===== src/design/csc_pkg.sv =====
`timescale 1ns / 1ps
// ----------------------------------------------------------------------------
// csc_pkg
// Shared types, character codes, class codes and keyword ROM for the C
// source character classifier.
// ----------------------------------------------------------------------------
package csc_pkg;

  // Lookahead window: a byte is classified once this many bytes are visible
  localparam int MAX_KW_LEN   = 9;
  localparam int KW_COUNT     = 32;
  localparam int KW_SLOT_LEN  = 16;
  localparam int WIN_DEPTH    = MAX_KW_LEN;
  localparam int CNT_W        = $clog2(WIN_DEPTH + 1);

  // Request queue between front and back
  localparam int Q_DEPTH      = 4;
  localparam int Q_PTR_W      = $clog2(Q_DEPTH);

  // Character codes
  localparam logic [7:0] CH_SLASH  = 8'h2F;
  localparam logic [7:0] CH_STAR   = 8'h2A;
  localparam logic [7:0] CH_HASH   = 8'h23;
  localparam logic [7:0] CH_BSLASH = 8'h5C;
  localparam logic [7:0] CH_DQUOTE = 8'h22;
  localparam logic [7:0] CH_SQUOTE = 8'h27;

  // Result classes
  localparam logic [2:0] CLS_PLAIN = 3'd0;
  localparam logic [2:0] CLS_BLOCK = 3'd1;
  localparam logic [2:0] CLS_STR   = 3'd2;
  localparam logic [2:0] CLS_PREP  = 3'd3;
  localparam logic [2:0] CLS_NUM   = 3'd4;

  // Lexical modes
  localparam logic [1:0] LEX_NORMAL = 2'd0;
  localparam logic [1:0] LEX_BLOCK  = 2'd1;
  localparam logic [1:0] LEX_STRING = 2'd2;

  // Rest-of-line colouring
  localparam logic [1:0] ROL_NONE = 2'd0;
  localparam logic [1:0] ROL_LINE = 2'd1;
  localparam logic [1:0] ROL_PREP = 2'd2;

  // One tagged source byte
  typedef struct packed {
    logic [7:0] code;
    logic       le;
    logic       digit;
    logic       alnum;
    logic       quote;
    logic       bslash;
  } tag_t;

  typedef logic [KW_SLOT_LEN*8-1:0] kw_word_t;

  // Keyword ROM, right-justified strings; empty slots are zero
  function automatic kw_word_t kw_word(input int k);
    kw_word_t w;
    w = '0;
    unique case (k)
      0:  w = "int";
      1:  w = "float";
      2:  w = "char";
      3:  w = "string";
      4:  w = "double";
      5:  w = "class";
      6:  w = "for";
      7:  w = "if";
      8:  w = "while";
      9:  w = "do";
      10: w = "break";
      11: w = "virtual";
      12: w = "this";
      13: w = "else";
      14: w = "delete";
      15: w = "case";
      16: w = "switch";
      17: w = "new";
      18: w = "protected";
      19: w = "private";
      20: w = "public";
      21: w = "bool";
      22: w = "true";
      23: w = "false";
      24: w = "return";
      25: w = "using";
      26: w = "namespace";
      27: w = "throw";
      28: w = "void";
      29: w = "struct";
      30: w = "const";
      31: w = "mutable";
      default: w = '0;
    endcase
    return w;
  endfunction

  function automatic int kw_len(input int k);
    kw_word_t w;
    int       n;
    w = kw_word(k);
    n = 0;
    for (int i = 0; i < KW_SLOT_LEN; i++) begin
      if (w[8*i +: 8] != 8'h00) n++;
    end
    return n;
  endfunction

endpackage


===== src/design/csc_front.sv =====
`timescale 1ns / 1ps
// ----------------------------------------------------------------------------
// csc_front
// Input side: accepts source bytes and tags each with its character kind
// before it enters the request queue.
// ----------------------------------------------------------------------------
module csc_front
  import csc_pkg::*;
(
  input  logic       in_tvalid,
  output logic       in_tready,
  input  logic [7:0] in_tdata,   // [7:0] char_code
  input  logic       in_tlast,   // line_end
  input  logic       q_ready,
  output logic       q_push,
  output tag_t       q_tag
);

  logic [7:0] c;

  assign c         = in_tdata;
  assign in_tready = q_ready;
  assign q_push    = in_tvalid & q_ready;

  always_comb begin
    q_tag.code   = c;
    q_tag.le     = in_tlast;
    q_tag.digit  = (c >= 8'h30) && (c <= 8'h39);
    q_tag.alnum  = ((c >= 8'h30) && (c <= 8'h39)) ||
                   ((c >= 8'h41) && (c <= 8'h5A)) ||
                   ((c >= 8'h61) && (c <= 8'h7A));
    q_tag.quote  = (c == CH_DQUOTE) || (c == CH_SQUOTE);
    q_tag.bslash = (c == CH_BSLASH);
  end

endmodule


===== src/design/csc_queue.sv =====
`timescale 1ns / 1ps
// ----------------------------------------------------------------------------
// csc_queue
// Small request queue that decouples the front from the back.
// ----------------------------------------------------------------------------
module csc_queue
  import csc_pkg::*;
(
  input  logic clk,
  input  logic rst_n,
  input  logic push,
  input  tag_t push_tag,
  output logic ready,
  output logic valid,
  output tag_t head,
  input  logic pop
);

  tag_t               mem_r [Q_DEPTH];
  logic [Q_PTR_W-1:0] wr_ptr_r, wr_ptr_nxt;
  logic [Q_PTR_W-1:0] rd_ptr_r, rd_ptr_nxt;
  logic [Q_PTR_W:0]   cnt_r, cnt_nxt;

  assign ready = (cnt_r != (Q_PTR_W+1)'(Q_DEPTH));
  assign valid = (cnt_r != '0);
  assign head  = mem_r[rd_ptr_r];

  always_comb begin
    wr_ptr_nxt = push ? wr_ptr_r + 1'b1 : wr_ptr_r;
    rd_ptr_nxt = pop  ? rd_ptr_r + 1'b1 : rd_ptr_r;
    cnt_nxt    = cnt_r + (Q_PTR_W+1)'(push) - (Q_PTR_W+1)'(pop);
  end

  always_ff @(posedge clk) begin
    if (!rst_n) begin
      wr_ptr_r <= '0;
      rd_ptr_r <= '0;
      cnt_r    <= '0;
    end else begin
      wr_ptr_r <= wr_ptr_nxt;
      rd_ptr_r <= rd_ptr_nxt;
      cnt_r    <= cnt_nxt;
    end
  end

  always_ff @(posedge clk) begin
    if (push) begin
      mem_r[wr_ptr_r] <= push_tag;
    end
  end

endmodule


===== src/design/csc_back.sv =====
`timescale 1ns / 1ps
// ----------------------------------------------------------------------------
// csc_back
// Lookahead window, lexer state, parallel keyword match and result register.
// ----------------------------------------------------------------------------
module csc_back
  import csc_pkg::*;
(
  input  logic       clk,
  input  logic       rst_n,
  input  logic       q_valid,
  input  tag_t       q_head,
  output logic       q_pop,
  output logic       out_tvalid,
  input  logic       out_tready,
  output logic [7:0] out_tdata,  // [2:0] char_class, [7:3] zero
  output logic       out_tuser,  // is_keyword
  output logic       out_tlast   // last_of_line
);

  // Window
  tag_t             win_r [WIN_DEPTH];
  tag_t             win_nxt [WIN_DEPTH];
  logic [CNT_W-1:0] cnt_r, cnt_nxt, cnt_shift;
  logic             flush_r, flush_nxt;

  // Lexer state
  logic [1:0]       lex_r, lex_nxt;
  logic [1:0]       rol_r, rol_nxt;
  logic [CNT_W-1:0] kwl_r, kwl_nxt;
  logic             hold_r, hold_nxt;
  logic             prev_alnum_r, prev_alnum_nxt;
  logic             prev_bslash_r, prev_bslash_nxt;

  // Result register
  logic             out_valid_r, out_valid_nxt;
  logic [2:0]       out_cls_r;
  logic             out_kw_r;
  logic             out_last_r;

  logic             out_free, emit, take;
  tag_t             b;
  logic [7:0]       nx;
  logic [2:0]       cls;
  logic             kw;

  // Keyword match
  logic [MAX_KW_LEN-1:0] kw_eq [KW_COUNT];
  logic [KW_COUNT-1:0]   kw_match;
  logic [CNT_W-1:0]      kw_len_k [KW_COUNT];
  logic                  kw_hit;
  logic [CNT_W-1:0]      kw_len_sel;

  for (genvar k = 0; k < KW_COUNT; k++) begin : g_kw
    localparam int       L = kw_len(k);
    localparam kw_word_t W = kw_word(k);
    for (genvar j = 0; j < MAX_KW_LEN; j++) begin : g_ch
      if (j < L) begin : g_cmp
        assign kw_eq[k][j] = (win_r[j].code == W[8*(L-1-j) +: 8]);
      end else begin : g_pad
        assign kw_eq[k][j] = 1'b1;
      end
    end
    if ((L >= 1) && (L <= MAX_KW_LEN)) begin : g_ok
      assign kw_len_k[k] = CNT_W'(L);
      assign kw_match[k] = (&kw_eq[k]) && (CNT_W'(L) <= cnt_r);
    end else begin : g_never
      assign kw_len_k[k] = '0;
      assign kw_match[k] = 1'b0;
    end
  end

  // First ROM word in order wins
  always_comb begin
    kw_hit     = 1'b0;
    kw_len_sel = '0;
    for (int k = KW_COUNT - 1; k >= 0; k--) begin
      if (kw_match[k]) begin
        kw_hit     = 1'b1;
        kw_len_sel = kw_len_k[k];
      end
    end
  end

  // Window control: emit the head when full or when its line has ended
  assign out_free = !out_valid_r || out_tready;
  assign emit     = (cnt_r != '0) &&
                    (flush_r || (cnt_r == CNT_W'(WIN_DEPTH))) && out_free;
  assign take     = q_valid && !flush_r &&
                    ((cnt_r != CNT_W'(WIN_DEPTH)) || emit);
  assign q_pop    = take;

  assign b  = win_r[0];
  assign nx = (cnt_r > CNT_W'(1)) ? win_r[1].code : 8'h00;

  always_comb begin
    cnt_shift = emit ? cnt_r - 1'b1 : cnt_r;
    cnt_nxt   = take ? cnt_shift + 1'b1 : cnt_shift;
    for (int i = 0; i < WIN_DEPTH; i++) begin
      if (emit && (i < WIN_DEPTH - 1)) begin
        win_nxt[i] = win_r[i+1];
      end else begin
        win_nxt[i] = win_r[i];
      end
      if (take && (cnt_shift == CNT_W'(i))) begin
        win_nxt[i] = q_head;
      end
    end
    if (take && q_head.le) begin
      flush_nxt = 1'b1;
    end else if (emit && b.le) begin
      flush_nxt = 1'b0;
    end else begin
      flush_nxt = flush_r;
    end
  end

  // Classify the head byte
  always_comb begin
    cls             = CLS_PLAIN;
    kw              = 1'b0;
    lex_nxt         = lex_r;
    rol_nxt         = rol_r;
    kwl_nxt         = kwl_r;
    hold_nxt        = hold_r;
    prev_alnum_nxt  = b.alnum;
    prev_bslash_nxt = b.bslash;
    priority if (rol_r != ROL_NONE) begin
      cls = (rol_r == ROL_LINE) ? CLS_STR : CLS_PREP;
    end else if (kwl_r != '0) begin
      kw      = 1'b1;
      kwl_nxt = kwl_r - 1'b1;
    end else if (hold_r) begin
      cls      = CLS_BLOCK;
      hold_nxt = 1'b0;
    end else if (lex_r == LEX_BLOCK) begin
      cls = CLS_BLOCK;
      if ((b.code == CH_STAR) && (nx == CH_SLASH)) begin
        lex_nxt  = LEX_NORMAL;
        hold_nxt = 1'b1;
      end
    end else if (lex_r == LEX_STRING) begin
      cls = CLS_STR;
      if (b.quote && !prev_bslash_r) lex_nxt = LEX_NORMAL;
    end else if ((b.code == CH_SLASH) && (nx == CH_SLASH)) begin
      rol_nxt = ROL_LINE;
      cls     = CLS_STR;
    end else if (b.code == CH_HASH) begin
      rol_nxt = ROL_PREP;
      cls     = CLS_PREP;
    end else if (b.digit) begin
      cls = CLS_NUM;
    end else if ((b.code == CH_SLASH) && (nx == CH_STAR)) begin
      lex_nxt  = LEX_BLOCK;
      hold_nxt = 1'b1;
      cls      = CLS_BLOCK;
    end else if (b.quote) begin
      lex_nxt = LEX_STRING;
      cls     = CLS_STR;
    end else begin
      if (!prev_alnum_r && kw_hit) begin
        kw      = 1'b1;
        kwl_nxt = kw_len_sel - 1'b1;
      end
    end
    // Line-scoped state ends with the line
    if (b.le) begin
      rol_nxt         = ROL_NONE;
      kwl_nxt         = '0;
      hold_nxt        = 1'b0;
      prev_alnum_nxt  = 1'b0;
      prev_bslash_nxt = 1'b0;
    end
  end

  always_comb begin
    if (emit) begin
      out_valid_nxt = 1'b1;
    end else if (out_tready) begin
      out_valid_nxt = 1'b0;
    end else begin
      out_valid_nxt = out_valid_r;
    end
  end

  always_ff @(posedge clk) begin
    if (!rst_n) begin
      cnt_r         <= '0;
      flush_r       <= 1'b0;
      lex_r         <= LEX_NORMAL;
      rol_r         <= ROL_NONE;
      kwl_r         <= '0;
      hold_r        <= 1'b0;
      prev_alnum_r  <= 1'b0;
      prev_bslash_r <= 1'b0;
      out_valid_r   <= 1'b0;
    end else begin
      cnt_r       <= cnt_nxt;
      flush_r     <= flush_nxt;
      out_valid_r <= out_valid_nxt;
      if (emit) begin
        lex_r         <= lex_nxt;
        rol_r         <= rol_nxt;
        kwl_r         <= kwl_nxt;
        hold_r        <= hold_nxt;
        prev_alnum_r  <= prev_alnum_nxt;
        prev_bslash_r <= prev_bslash_nxt;
      end
    end
  end

  always_ff @(posedge clk) begin
    for (int i = 0; i < WIN_DEPTH; i++) begin
      win_r[i] <= win_nxt[i];
    end
    if (emit) begin
      out_cls_r  <= cls;
      out_kw_r   <= kw;
      out_last_r <= b.le;
    end
  end

  assign out_tvalid = out_valid_r;
  assign out_tdata  = {5'b0, out_cls_r};
  assign out_tuser  = out_kw_r;
  assign out_tlast  = out_last_r;

endmodule


===== src/design/c_source_char_classifier.sv =====
`timescale 1ns / 1ps
// ----------------------------------------------------------------------------
// c_source_char_classifier
// Colour classifier for C source text, one byte per request.
// ----------------------------------------------------------------------------
// Input channel (in_): one source byte per request in tdata, tlast on the
// last byte of each line. Result channel (out_): one class per byte, in
// order; tdata[2:0] is the class, tuser marks keyword bytes, tlast marks the
// result of a line's last byte.
// A byte is classified once the nine-byte lookahead window holds it and the
// eight bytes after it, or once its line has ended; its result is then
// registered and shown the next cycle. The request that completes the window
// (or the line) passes the queue register and the window register first.
// Within a line the block takes one byte per cycle while the receiver keeps
// up. At a line end the window drains its held bytes, up to nine, one per
// cycle while the receiver keeps up, without taking new ones; the four-entry
// queue behind the front absorbs part of that drain.
// Reset clears the queue, window, lexer mode and result register. When the
// receiver stalls, the result holds, the window stops and the queue fills,
// after which in_tready drops.
// ----------------------------------------------------------------------------
module c_source_char_classifier
  import csc_pkg::*;
(
  input  logic       clk,
  input  logic       rst_n,
  input  logic       in_tvalid,
  output logic       in_tready,
  input  logic [7:0] in_tdata,   // [7:0] char_code
  input  logic       in_tlast,   // line_end
  output logic       out_tvalid,
  input  logic       out_tready,
  output logic [7:0] out_tdata,  // [2:0] char_class, [7:3] zero
  output logic       out_tuser,  // is_keyword
  output logic       out_tlast   // last_of_line
);

  logic q_ready, q_push, q_valid, q_pop;
  tag_t q_tag, q_head;

  csc_front u_front (
    .in_tvalid (in_tvalid),
    .in_tready (in_tready),
    .in_tdata  (in_tdata),
    .in_tlast  (in_tlast),
    .q_ready   (q_ready),
    .q_push    (q_push),
    .q_tag     (q_tag)
  );

  csc_queue u_queue (
    .clk      (clk),
    .rst_n    (rst_n),
    .push     (q_push),
    .push_tag (q_tag),
    .ready    (q_ready),
    .valid    (q_valid),
    .head     (q_head),
    .pop      (q_pop)
  );

  csc_back u_back (
    .clk        (clk),
    .rst_n      (rst_n),
    .q_valid    (q_valid),
    .q_head     (q_head),
    .q_pop      (q_pop),
    .out_tvalid (out_tvalid),
    .out_tready (out_tready),
    .out_tdata  (out_tdata),
    .out_tuser  (out_tuser),
    .out_tlast  (out_tlast)
  );

endmodule


===== config.mk =====
export PLATFORM = sky130hd
export DESIGN_NAME = c_source_char_classifier
export DESIGN_NICKNAME = d
export VERILOG_FILES = /design/src/design/csc_pkg.sv /design/src/design/csc_front.sv /design/src/design/csc_queue.sv /design/src/design/csc_back.sv /design/src/design/c_source_char_classifier.sv
export SDC_FILE = /design/constraint.sdc
export NUM_CORES = 1
export LEC_CHECK = 0
export BUFFER_PORTS_ARGS = -buffer_cell sky130_fd_sc_hd__buf_4
export CAP_MARGIN = 20
export CORE_UTILIZATION = 60
export CTS_CLUSTER_DIAMETER = 40
export DETAILED_ROUTE_END_ITERATION = 10
export PLACE_DENSITY = 0.77
export REMOVE_ABC_BUFFERS = 1
export SLEW_MARGIN = 5
export SYNTH_ARGS = -nofsm -noshare
export SYNTH_HDL_FRONTEND = slang
export SYNTH_SLANG_ARGS = --single-unit

===== constraint.sdc =====
create_clock -name clk -period 7 [get_ports clk]
set_input_delay 1.4 -clock clk [delete_from_list [all_inputs] [get_ports clk]]
set_output_delay 1.4 -clock clk [all_outputs]
set_load 0.05 [all_outputs]

[After elaboration in Yosys (flattened, before gate mapping)]
Memories as Yosys holds them, arrays and structs flattened. A register that Yosys moved wholly into a read port is not among the register bits.
Index checks and enable logic that the tools add are counted.
Operators by class
  bitwise logic cells: 4
  multiplexer cells: 155
  add/sub/neg operators: 8
  reductions and logical operators: 111
  equal/unequal tests: 125
  $lt $le $gt $ge: 14
Operators by type and width (count)
  equality test 8 x 7 -> 1 bit, second input constant: 86
  2-to-1 mux 13 bit: 17
  2-to-1 mux 4 bit: 45
  2-to-1 mux 1 bit: 62
  equality test 8 x 6 -> 1 bit, second input constant: 7
  logical AND 1 bit: 55
  AND reduction 6 bit: 7
  2-to-1 mux 2 bit: 20
  AND reduction 5 bit: 8
  2-to-1 mux 3 bit: 10
  AND reduction 4 bit: 7
  AND reduction 7 bit: 4
  inequality test 3 x 1 -> 1 bit, second input constant: 7
  AND reduction 9 bit: 2
  equality test 4 x 3 -> 1 bit, second input constant: 4
  >= comparator 8 x 7 -> 1 bit, second input constant: 2
  less-or-equal comparator 3 x 4 -> 1 bit, first input constant: 4
  less-or-equal comparator 8 x 7 -> 1 bit, second input constant: 2
  AND reduction 3 bit: 4
  nonzero test 4 bit: 3
  subtractor 4 x 1 -> 4 bit, second input constant: 3
  AND reduction 11 bit: 1
  AND reduction 10 bit: 1
  inequality test 3 x 2 -> 1 bit, second input constant: 3
  27 further kinds: 53
Word-level totals
  RAM bits: 169
  memories: 2
  register bits after elaboration: 29
  bits of input ports: 13
Memories
  u_back.win_r: depth 9, width 13, read ports 9, clocked after memory_dff 0, write ports 9, line csc_back.sv:22  | tag_t win_r [WIN_DEPTH];
  u_queue.mem_r: depth 4, width 13, read ports 1, clocked after memory_dff 1, write ports 1, line csc_queue.sv:19  | tag_t mem_r [Q_DEPTH];

[Longest topological paths before layout]
Gate-level depths: netlist of run 1.
An unclocked memory read counts as a cell.
  word-level depth: 49
  gate-level depth with buffers: 14

[Cells and area by module]
A second synthesis of run 1 with hierarchy kept.
Second synthesis, totals
  cells, all modules: 904
  area, all modules: 10906.7 um2
By module, submodules not included
  csc_back: area each 8395.6 um2, times used 1, cells an instance 766
  csc_queue: area each 2324.7 um2, times used 1, cells an instance 110
  csc_front: area each 186.4 um2, times used 1, cells an instance 28

[Least setup slack after synthesis of run 1]
OpenSTA, ideal clock, no wires.
  kind: input to register
  start point: in out_tready
  end point: mem u_back.win_r[0][0] (netlist name), enable pin
  arrival time: 3547 ps
  path buffers: 0
  path slack: 3052 ps
  library setup time: 401 ps
  stages on the path: 7
  data required time: 6599 ps
  cells stage by stage: nor2b_1 > a21o_1 > inv_2 > nand2_1 > xor2_2 > nand2_2 > o21ai_0
RTL lines
  start: declaration: line c_source_char_classifier.sv:32  | input logic out_tready,
  end: declaration: line csc_back.sv:22

==> results, run 1 <==
- The flow ran to the end, and the final reports show no timing, DRC or antenna violations.
- The minimum clock period after layout is 4.805 ns.
- The post-synthesis cell type with the largest combined area is sky130_fd_sc_hd__edfxtp_1.
- For this run, the register share of the synthesized area comes to 0.5056.
- For this block, the via count after detailed routing is 9013.
- The final setup violation count is 0.
- Clock-pin slew was measured on the worst setup and hold paths at 0.08 ns.
- The worst slack at placement is 2.026 ns.
- The maximum root-to-sink buffer count is 2.
- The compound-gate portion of the synthesized area is 0.06331.
- The remaining design rule violation count is 0.
- The number of clock sinks seen by CTS is 200.
- The die covers 19500 µm².
- The count of pins over their slew limit came to 0.
- 0 antenna diodes ended up in the layout.
- The number of post-CTS setup repair buffers is 0.
- The number of endpoints with negative hold slack in the final report was 0.
- In the synthesized netlist, the number of instances is 975.
- The first global-routing pass estimated 55.07 mm of wire.
- The length of the first detailed-routing pass in iterations is 5.
- The Yosys warning count is 0.
- The flip-flop and latch count after synthesis is 200.
- CTS built an H-tree with a depth of 4.
- The largest net degree at the start of global routing is 25.
- Setup repair after global routing left no endpoint under its margin.
- Hold repair after CTS inserted 0 buffers.
- The root buffer cell is sky130_fd_sc_hd__clkbuf_16.
- The total overflow left after global routing is 0.
- The detailed-route wire length per cell is 30.76 µm.
- For this design the static power due to leakage is 0.003852 µW.
- From left edge to right edge, the die measures 139.6 µm.
- The setup check on the worst reg-to-reg path leaves a slack of 2.26 ns.
- The setup slack of the critical path after layout is 2.195 ns.
- The area share of the leading cell type in the synthesized netlist is 0.4598.
- The highest-delay cell along the critical path is sky130_fd_sc_hd__nor3_2.
- The largest voltage drop on the vdd net is 0.0003684 V.
- STA puts the critical path data arrival time at 4.88 ns.
- After detailed routing, the total wire length is 37.47 mm.
- The worst setup path is launched from a primary input.
- The TritonCTS buffer count is 17.
- In this run the worst hold path is classified as flop to flop.
- After synthesis the cells add up to 11360 µm².
- Dividing total power by cell area gives a power density of 431.8 nW/µm².
- After clock tree synthesis, the repair step resized 0 gates.
- Across every metal layer, demand over resource in global routing totals 0.3908.
- The share of synthesized area spent on multiplexers is 0.1310.
- Max-cap violations in this run came to 0.
- The layout net count is 1008.
- The worst setup path is of the primary input to flop kind.
- The number of flops mapped to enable cells by yosys is 174.
- The clock network latency to the later pin of the worst-skew pair is 0.45 ns.
- Traced cell by cell, the critical path runs through buf_4 -> nor2b_1 -> a21o_1 -> inv_2 -> xnor2_1 -> ha_1 -> nand2_1 -> nor3_2 -> or2_1.
- Dividing the detail-routed via count by the number of cells gives 7.400.
- In this run the critical register-to-register path is launched from u_back.cnt_r[0]$_SDFF_PN0_.
- The average instance in the mapped netlist occupies 11.66 µm².
- The worst hold path begins at u_back.lex_r[0]$_SDFFE_PN0P_.
- Setup total negative slack on the finished layout was measured at 0 ns.
- The number of I/O pins is 25.
- The CTS tree is built.
- The worst register-to-register path ends at u_back.win_r[1][6]$_DFFE_PP_.
- The worst reg2reg path depth is 11.
- In the final layout, the share of cells above drive strength 1 is 0.1304.
- Of all nets on the critical path, the largest fanout is 15.
- The transition time of the tightest slew-check pin is 1.119 ns.
- The required time reported for the critical path endpoint is 7.08 ns.
- Of the total synthesized cell area, the portion taken by full adders, half adders and majority gates is 0.02158.
- The type of element capturing the critical path is a flop.
- The violation count after the first detailed-routing iteration is 1025.
- The worst clock skew on the final layout is 0.01413 ns.
- The total core area is 18270 µm².
- The predominant post-synthesis flop cell is sky130_fd_sc_hd__edfxtp_1.
- The instance count along the most critical hold path is 2.
- The number of cell rows is 49.
- The number of distinct library cells after synthesis is 81.
- Routability-driven placement finished with a final weighted congestion of 1.038.
- After filler insertion, the fill cell instance count of the layout stands at 1259.
- The total of buffers placed on input and output ports is 19.
- The largest family of logic cells by synthesized area is simple AND/OR/NAND/NOR gates.
- Ranked by total cell area, the synthesized netlist is headed by sky130_fd_sc_hd__edfxtp_1 46%, sky130_fd_sc_hd__mux2_1 7.5%, sky130_fd_sc_hd__dfxtp_1 4.6%.
- The largest stage delay on the critical path is 0.80 ns.
- The die is 139.6 µm tall.
- The number of global-route vias before repair is 8733.
- The share of flip-flops with an asynchronous set or reset is 0.
- Of the total synthesized cell area, the portion taken by AND, OR, NAND and NOR gates is 0.2365.
- Detailed placement finished with a half-perimeter wire length of 25.30 mm.
- Of the total synthesized cell area, the portion taken by XOR and XNOR cells is 0.01134.
- The hold path endpoint is u_back.lex_r[0]$_SDFFE_PN0P_.
- In this run the remaining antenna-violating nets after routing total 0.
- Headroom to the max-slew limit came out at 0.2446.
- The initial utilization of the core area, before any placement, comes to 0.6220.
- The initial antenna violation count is 0.
- The maximum clock frequency is 208.1 MHz.
- Relative to the synthesized area, the layout overhead comes to 8.444%.
- In the finished design, the share of the clock period the worst path needs comes to 0.6864.
metal layers:
layer	up-vias	GRT usage	share of wire
met5	-	0	0
met4	0	0.2290	0.058
met3	117	0.06504	0.090
met2	647	0.6543	0.49
met1	4406	0.4803	0.37
li1	3843	-	-
flip-flops by register name (all words and copies together) (netlist names), 2 cells and up, named ones only:
| name | count |
|---|---|
| u_queue.mem_r | 52 |
| u_back.rol_r | 2 |
| u_back.cnt_r | 4 |
| u_back.out_cls_r | 3 |
| u_back.lex_r | 2 |
| u_back.kwl_r | 4 |
| u_back.win_r | 117 |
| u_queue.rd_ptr_r | 2 |
| u_queue.cnt_r | 3 |
| u_queue.wr_ptr_r | 2 |
per-stage QoR:
step	cell area, µm²	total power, µW	utilization	hold slack, ns	instances
after floorplan	11110	3340	-	0.4698	922
after global placement	11630	4042	0.6366	0.4857	1180
after detailed placement	11640	4114	0.6370	0.4896	1181
after CTS	12280	5221	0.6722	0.5030	1213
after global routing	12320	5462	0.6746	0.5482	1218
final	12320	5321	0.6746	0.5009	1218
worst max-delay path: cells and delay by family:
kind / cells / cell delay (ns)
XOR/XNOR: 1 / 0.54
AND/OR/NAND/NOR: 4 / 1.69
AO/OA/AOI/OAI: 1 / 0.52
adder cells (fa/ha/maj): 1 / 0.29
buffers and inverters: 2 / 0.43
worst max path at each step:
stage	end	slack [ns]	startpoint	cells past startpoint
2_1_floorplan	u_back.win_r[0][0]$_DFFE_PP_	2.88	out_tready	7
3_3_place_gp	u_back.win_r[1][31]$_DFFE_PP_	2.12	out_tready	9
3_5_place_dp	u_back.win_r[1][29]$_DFFE_PP_	2.03	out_tready	9
4_1_cts	u_back.win_r[1][4]$_DFFE_PP_	2.33	out_tready	9
5_1_grt	u_back.win_r[1][12]$_DFFE_PP_	2.05	out_tready	9
6_report	u_back.win_r[1][6]$_DFFE_PP_	2.20	out_tready	9
area by class of cell:
| cell class | instances | area (µm²) | area share |
|---|---|---|---|
| clock buffer | 17 | 425.4 | 0.03452 |
| clock inverter | 15 | 219.0 | 0.01777 |
| timing repair buffer | 35 | 267.8 | 0.02173 |
| inverter | 21 | 78.83 | 0.006396 |
| sequential | 200 | 5746 | 0.4662 |
| multi-input combinational | 701 | 5301 | 0.4302 |
| tap | 229 | 286.5 | 0.02325 |
Yosys cell counts, drive strengths merged, types with 7 or more instances:
cell	count
edfxtp	174
mux2	105
nand2	66
nand4	52
nor2	52
nand3	37
nor4	35
clkbuf	33
nor2b	32
nor3	31
dfxtp	26
buf	24
o21ai	22
inv	21
and2	19
or4	19
ha	18
nor4b	16
a21oi	15
mux4	13
nor4bb	13
nand4b	12
and3	10
and4b	10
o211ai	9
xnor2	9
or2	8
nor3b	7
layout by cell type, fill, tap and decap left out, drive strengths merged, types with 8 or more instances in the layout:
master,count
mux2,105
nand2,66
dfxtp,26
nor4b,16
a21oi,15
o21ai,22
buf,34
and4b,10
nand3,37
mux4,13
or2,8
and2,19
nand4b,12
ha,18
nor3,31
clkbuf,17
nor4,35
inv,31
edfxtp,174
xnor2,9
nor2,52
nand4,52
nor2b,32
nor4bb,13
or4,19
o211ai,9
and3,10
report_power, final:
| part | total, µW | internal [µW] | switching (µW) |
|---|---|---|---|
| Combinational | 1940 | 666 | 1280 |
| Sequential | 2330 | 1860 | 468 |
| Clock | 1050 | 507 | 541 |
kinds of logic (layout without fill, tap and decap cells):
logic type | Yosys count | count (layout)
simple gates | 444 | 444
flops | 200 | 200
mux | 119 | 119
compound gates | 101 | 101
buf+inv | 78 | 88
fa+ha+maj | 19 | 19
xor+xnor | 13 | 13
other cells | 1 | 5
Power figures use the tool's default switching activity.
==> run 2, diff against run 1 <==
--- a/config.mk
+++ b/config.mk
@@ -5,12 +5,13 @@
 export SDC_FILE = /design/constraint.sdc
 export NUM_CORES = 1
 export LEC_CHECK = 0
+export ABC_AREA = 1
 export BUFFER_PORTS_ARGS = -buffer_cell sky130_fd_sc_hd__buf_4
 export CAP_MARGIN = 20
-export CORE_UTILIZATION = 60
+export CORE_UTILIZATION = 57
 export CTS_CLUSTER_DIAMETER = 40
 export DETAILED_ROUTE_END_ITERATION = 10
-export PLACE_DENSITY = 0.77
+export PLACE_DENSITY = 0.76
 export REMOVE_ABC_BUFFERS = 1
 export SLEW_MARGIN = 5
 export SYNTH_ARGS = -nofsm -noshare
==> constraint.sdc (replaced) <==
create_clock -name clk -period 4 [get_ports clk]
set_input_delay 0.8 -clock clk [delete_from_list [all_inputs] [get_ports clk]]
set_output_delay 0.8 -clock clk [all_outputs]
set_load 0.05 [all_outputs]
==> run 2 against run 1 <==
Via count grew 20%. Combinational power rose by 110%. Non-clock buffer count grew 13. Global-route usage is 3.0 points lower. Highest routed layer unchanged.
==> results, run 2 <==
- The flow ran to the end, and the final reports show no timing, DRC or antenna violations.
- The number of distinct library cells after synthesis is 53 (-35%).
- The flip-flop count of the largest register, all copies and words added is 117 (unchanged).
- The leakage power is 0.005216 µW (+35%).
- The worst slew margin relative to its limit is 0.3430 (+0.09840).
- The fraction of final layout cells sized beyond drive strength 1 was 0.08992 (-0.04051).
- The required time reported for the critical path endpoint is 4.08 ns (-3.00 ns).
- The root buffer cell chosen for the clock tree is sky130_fd_sc_hd__clkbuf_16.
- The overall power consumption is 9595 µW (+80%).
- The total of buffers placed on input and output ports is 19 (unchanged).
- The transition time of the tightest slew-check pin was 0.9802 ns (-0.1383 ns).
- The max-capacitance violation count is 0 (unchanged).
- The total power density per cell area came to 743.7 nW/µm² (+72%).
- The internal power summed over all cells is 5143 µW (+69%).
- The total core area is 20230 µm² (+11%).
- The violation count after the first detailed-routing iteration is 1185 (+16%).
- The post-synthesis instance total is 1516 (+55%).
- The area share of the leading cell type in the synthesized netlist is 0.4438 (-0.01593).
- The predominant post-synthesis flop cell is sky130_fd_sc_hd__edfxtp_1.
- The number of clock sinks seen by CTS is 200 (unchanged).
- Grouping stages by cell kind, the critical path spends the most delay in simple AND/OR/NAND/NOR gates.
- The largest stage delay on the critical path is 0.64 ns (-0.16 ns).
- The die span in x is 145.7 µm (+4.4%).
- The clock network latency to the later pin of the worst-skew pair was 0.45 ns (about the same).
- The minimum clock period after layout is 3.683 ns.
- The cell area after layout was 12900 µm² (+4.7%).
- The final setup violation count was 0 (unchanged).
- The number of flops mapped to enable cells by yosys is 174 (unchanged).
- The worst hold slack is 0.4661 ns (-0.03477 ns).
- The area growth from synthesis to layout is 9.597%.
- The mean post-synth cell area is 7.766 µm² (-33%).
- Yosys attributes the largest share of cell area to sky130_fd_sc_hd__edfxtp_1 44%, sky130_fd_sc_hd__nand2_1 14%, sky130_fd_sc_hd__nor2_1 7.6%.
- The largest registers in the layout are u_back.win_r: 117 flops, u_queue.mem_r: 52 flops.
- The instance count along the most critical hold path is 2 (unchanged).
- The count of antenna-violating nets left after detailed routing was 0 (unchanged).
- The layout net count is 1587 (+57%).
- The CTS tree is built.
- The tightest min-delay check is of the flop to flop type.
- More flip-flops sit in one register than any other, and that register is u_back.win_r.
- The share of flip-flops with an asynchronous set or reset is 0 (unchanged).
- The number of cell rows is 52 (+6.1%).
- The worst-path maximum fanout is 21 (+6).
- The count of hold-fix buffers inserted at cts is 0 (unchanged).
- The maximum clock frequency is 271.5 MHz.
- The highest-delay cell along the critical path is sky130_fd_sc_hd__nor2_2.
- The most numerous cell type found on the critical path is sky130_fd_sc_hd__nand2_1.
- The largest voltage drop on the vdd net is 0.0004667 V (+27%).
- The core occupancy in the finished layout came to 0.6376 (-0.03692).
- Of the available clock period, the critical path in the final layout requires 0.9208.
- The HPWL after detailed placement was 28.91 mm (+14%).
- The reported net switching power is 4452 µW (+95%).
- The via count came to 10.86k (+20%).
- The total stage count of the critical path is 12 (+3).
- Setup repair after global routing left no endpoint under its margin.
- The total overflow reported by the global router was 0 (unchanged).
- The switching portion of total power came to 0.4640 (+0.03442).
- The cell area after placement is 12270 µm² (+5.5%).
- The quantity of gates resized following cts is 0 (unchanged).
- The worst setup path is launched from a flop.
- The sequential-to-total area share from yosys stat came to 0.4880 (-0.01752).
- The maximum root-to-sink buffer count is 2 (unchanged).
- The proportion of power drawn by the clock network is 0.181 (-0.016).
- The clock edge transition at the registers on the reported setup and hold paths is 0.08 ns (about the same).
- The number of fill cells came to 1759 (+40%).
- The worst clock skew on the final layout is 0.01550 ns (+0.001375 ns).
- The number of post-CTS setup repair buffers is 0 (unchanged).
- The final sum of negative setup slack came to 0 ns (unchanged).
- The number of endpoints with negative hold slack in the final report was 0 (unchanged).
- The largest net degree at the start of global routing is 28 (+12%).
- The final routed wirelength across all metal layers was 37.57 mm (+0.26%).
- The global-route usage over all layers is 0.3605 (-0.03031).
- The arrival time at the worst endpoint was 3.76 ns (-1.12 ns).
- The placer's final routability congestion estimate is 1.048 (+1.0%).
- The summed instance area of the synthesized netlist came to 11770 µm² (+3.6%).
- The path type of the worst setup path is flop to flop.
- The flip-flop and latch count after synthesis is 200 (unchanged).
- The proportion of power drawn by combinational gates is 0.430 (+0.065).
- The type of element capturing the critical path is a flop.
- The initial antenna violation count is 0 (unchanged).
- The count of pins over their slew limit is 0 (unchanged).
- The starting density of the core is 0.5818 (-0.04023).
- The detail-routed via count per cell came to 5.908 (-20%).
- The detailed-route wire length per cell is 20.44 µm (-34%).
- The total buffers and inverters traversed by the critical path is 3 (+1).
- The most common cell in the synthesized netlist is sky130_fd_sc_hd__nand2_1.
- Traced cell by cell, the critical path runs through inv_2 -> nor4_2 -> or2_1 -> nand3_4 -> nand2_1 -> o21ai_0 -> inv_1 -> ha_1 -> nand2_1 -> nor2_2 -> inv_1 -> nand2_1.
- The register share of total power was 0.389 (-0.049).
- The number of I/O pins is 25 (unchanged).
- The maximum level of the CTS H-tree is 4 (unchanged).
- The most frequent standard cell in the layout excluding fill and tap cells is sky130_fd_sc_hd__nand2_1.
- The worst reg2reg path depth is 12 (+1).
- The remaining design rule violation count is 0 (unchanged).
- The number of global-route vias before repair is 10.22k (+17%).
- The length of the first detailed-routing pass in iterations came to 6 (+1).
- The number of antenna repair diodes was 0 (unchanged).
- The post-synthesis cell type with the largest combined area is sky130_fd_sc_hd__edfxtp_1.
- The TritonCTS buffer count is 17 (unchanged).
- The Yosys warning count is 0 (unchanged).
- In the layout the commonest cells are 432 x sky130_fd_sc_hd__nand2_1, 239 x sky130_fd_sc_hd__nor2_1, 174 x sky130_fd_sc_hd__edfxtp_1.
- The wire length of the first global-routing pass is 57.44 mm (+4.3%).
- The die height is 145.7 µm (+4.4%).
- The area enclosed by the die boundary is 21230 µm² (+8.9%).
- The commonest cells after synthesis are 432 x sky130_fd_sc_hd__nand2_1, 239 x sky130_fd_sc_hd__nor2_1, 174 x sky130_fd_sc_hd__edfxtp_1, 166 x sky130_fd_sc_hd__inv_1, 102 x sky130_fd_sc_hd__nand3_1.
## run 2: worst paths after layout
kind	start	endpoint	slack, ns
worst max-delay path	u_back.cnt_r[0]$_SDFF_PN0_	u_back.win_r[0][0]$_DFFE_PP_	0.32
worst min-delay path	u_back.rol_r[0]$_SDFFE_PN0P_	u_back.rol_r[0]$_SDFFE_PN0P_	0.47
worst max register to register	u_back.cnt_r[0]$_SDFF_PN0_	u_back.win_r[0][0]$_DFFE_PP_	0.32
worst min register to register	u_back.rol_r[0]$_SDFFE_PN0P_	u_back.rol_r[0]$_SDFFE_PN0P_	0.47
## run 2: worst register-to-register path: stages, from the launching register on
cell,delay [ns]
sky130_fd_sc_hd__dfxtp_1,0.42
sky130_fd_sc_hd__inv_2,0.11
sky130_fd_sc_hd__nor4_2,0.27
sky130_fd_sc_hd__or2_1,0.18
sky130_fd_sc_hd__nand3_4,0.19
sky130_fd_sc_hd__nand2_1,0.10
sky130_fd_sc_hd__o21ai_0,0.20
sky130_fd_sc_hd__inv_1,0.17
sky130_fd_sc_hd__ha_1,0.17
sky130_fd_sc_hd__nand2_1,0.12
sky130_fd_sc_hd__nor2_2,0.64
sky130_fd_sc_hd__inv_1,0.28
sky130_fd_sc_hd__nand2_1,0.46
## run 2: area by class of cell
cell class	count	area, µm²	area share
sequential	200	5746	0.4453
clock inverter	15	178.9	0.01387
multi-input combinational	1105	5162	0.4001
inverter	183	689.4	0.05343
clock buffer	17	425.4	0.03297
timing repair buffer	48	362.8	0.02812
tap	270	337.8	0.02618
## run 2: through the flow
| stage | std cells | setup slack [ns] |
|---|---|---|
| floorplan | 1488 | 0.5337 |
| global placement | 1803 | 0.4068 |
| detailed placement | 1803 | 0.2435 |
| CTS | 1835 | 0.3605 |
| global route | 1838 | 0.01580 |
| finish | 1838 | 0.3167 |
## run 2: routing by layer
metal	up-vias	GRT usage	wire length, µm
met5	-	0	0
met4	0	0.2347	2490
met3	149	0.05172	2900
met2	583	0.5825	17680
met1	5053	0.4552	14500
li1	5074	-	-
## run 2: cell families after synthesis
kind of cell / share of synthesized area
xor gates and xnor gates: 0.004358
DFF: 0.4880
and+or+nand+nor: 0.3429
buffers and inverters: 0.07514
AOI/OAI and AO/OA: 0.06844
other: 0.0003185
adders and majority gates: 0.02083
## run 2: power by group through the flow
stage	Clock [µW]	Combinational [µW]	Sequential [µW]
2_1_floorplan	0	2530	3690
3_3_place_gp	0	3930	3750
3_5_place_dp	0	4010	3760
4_1_cts	1740	4040	3720
5_1_grt	1820	4500	3790
6_report	1730	4130	3730
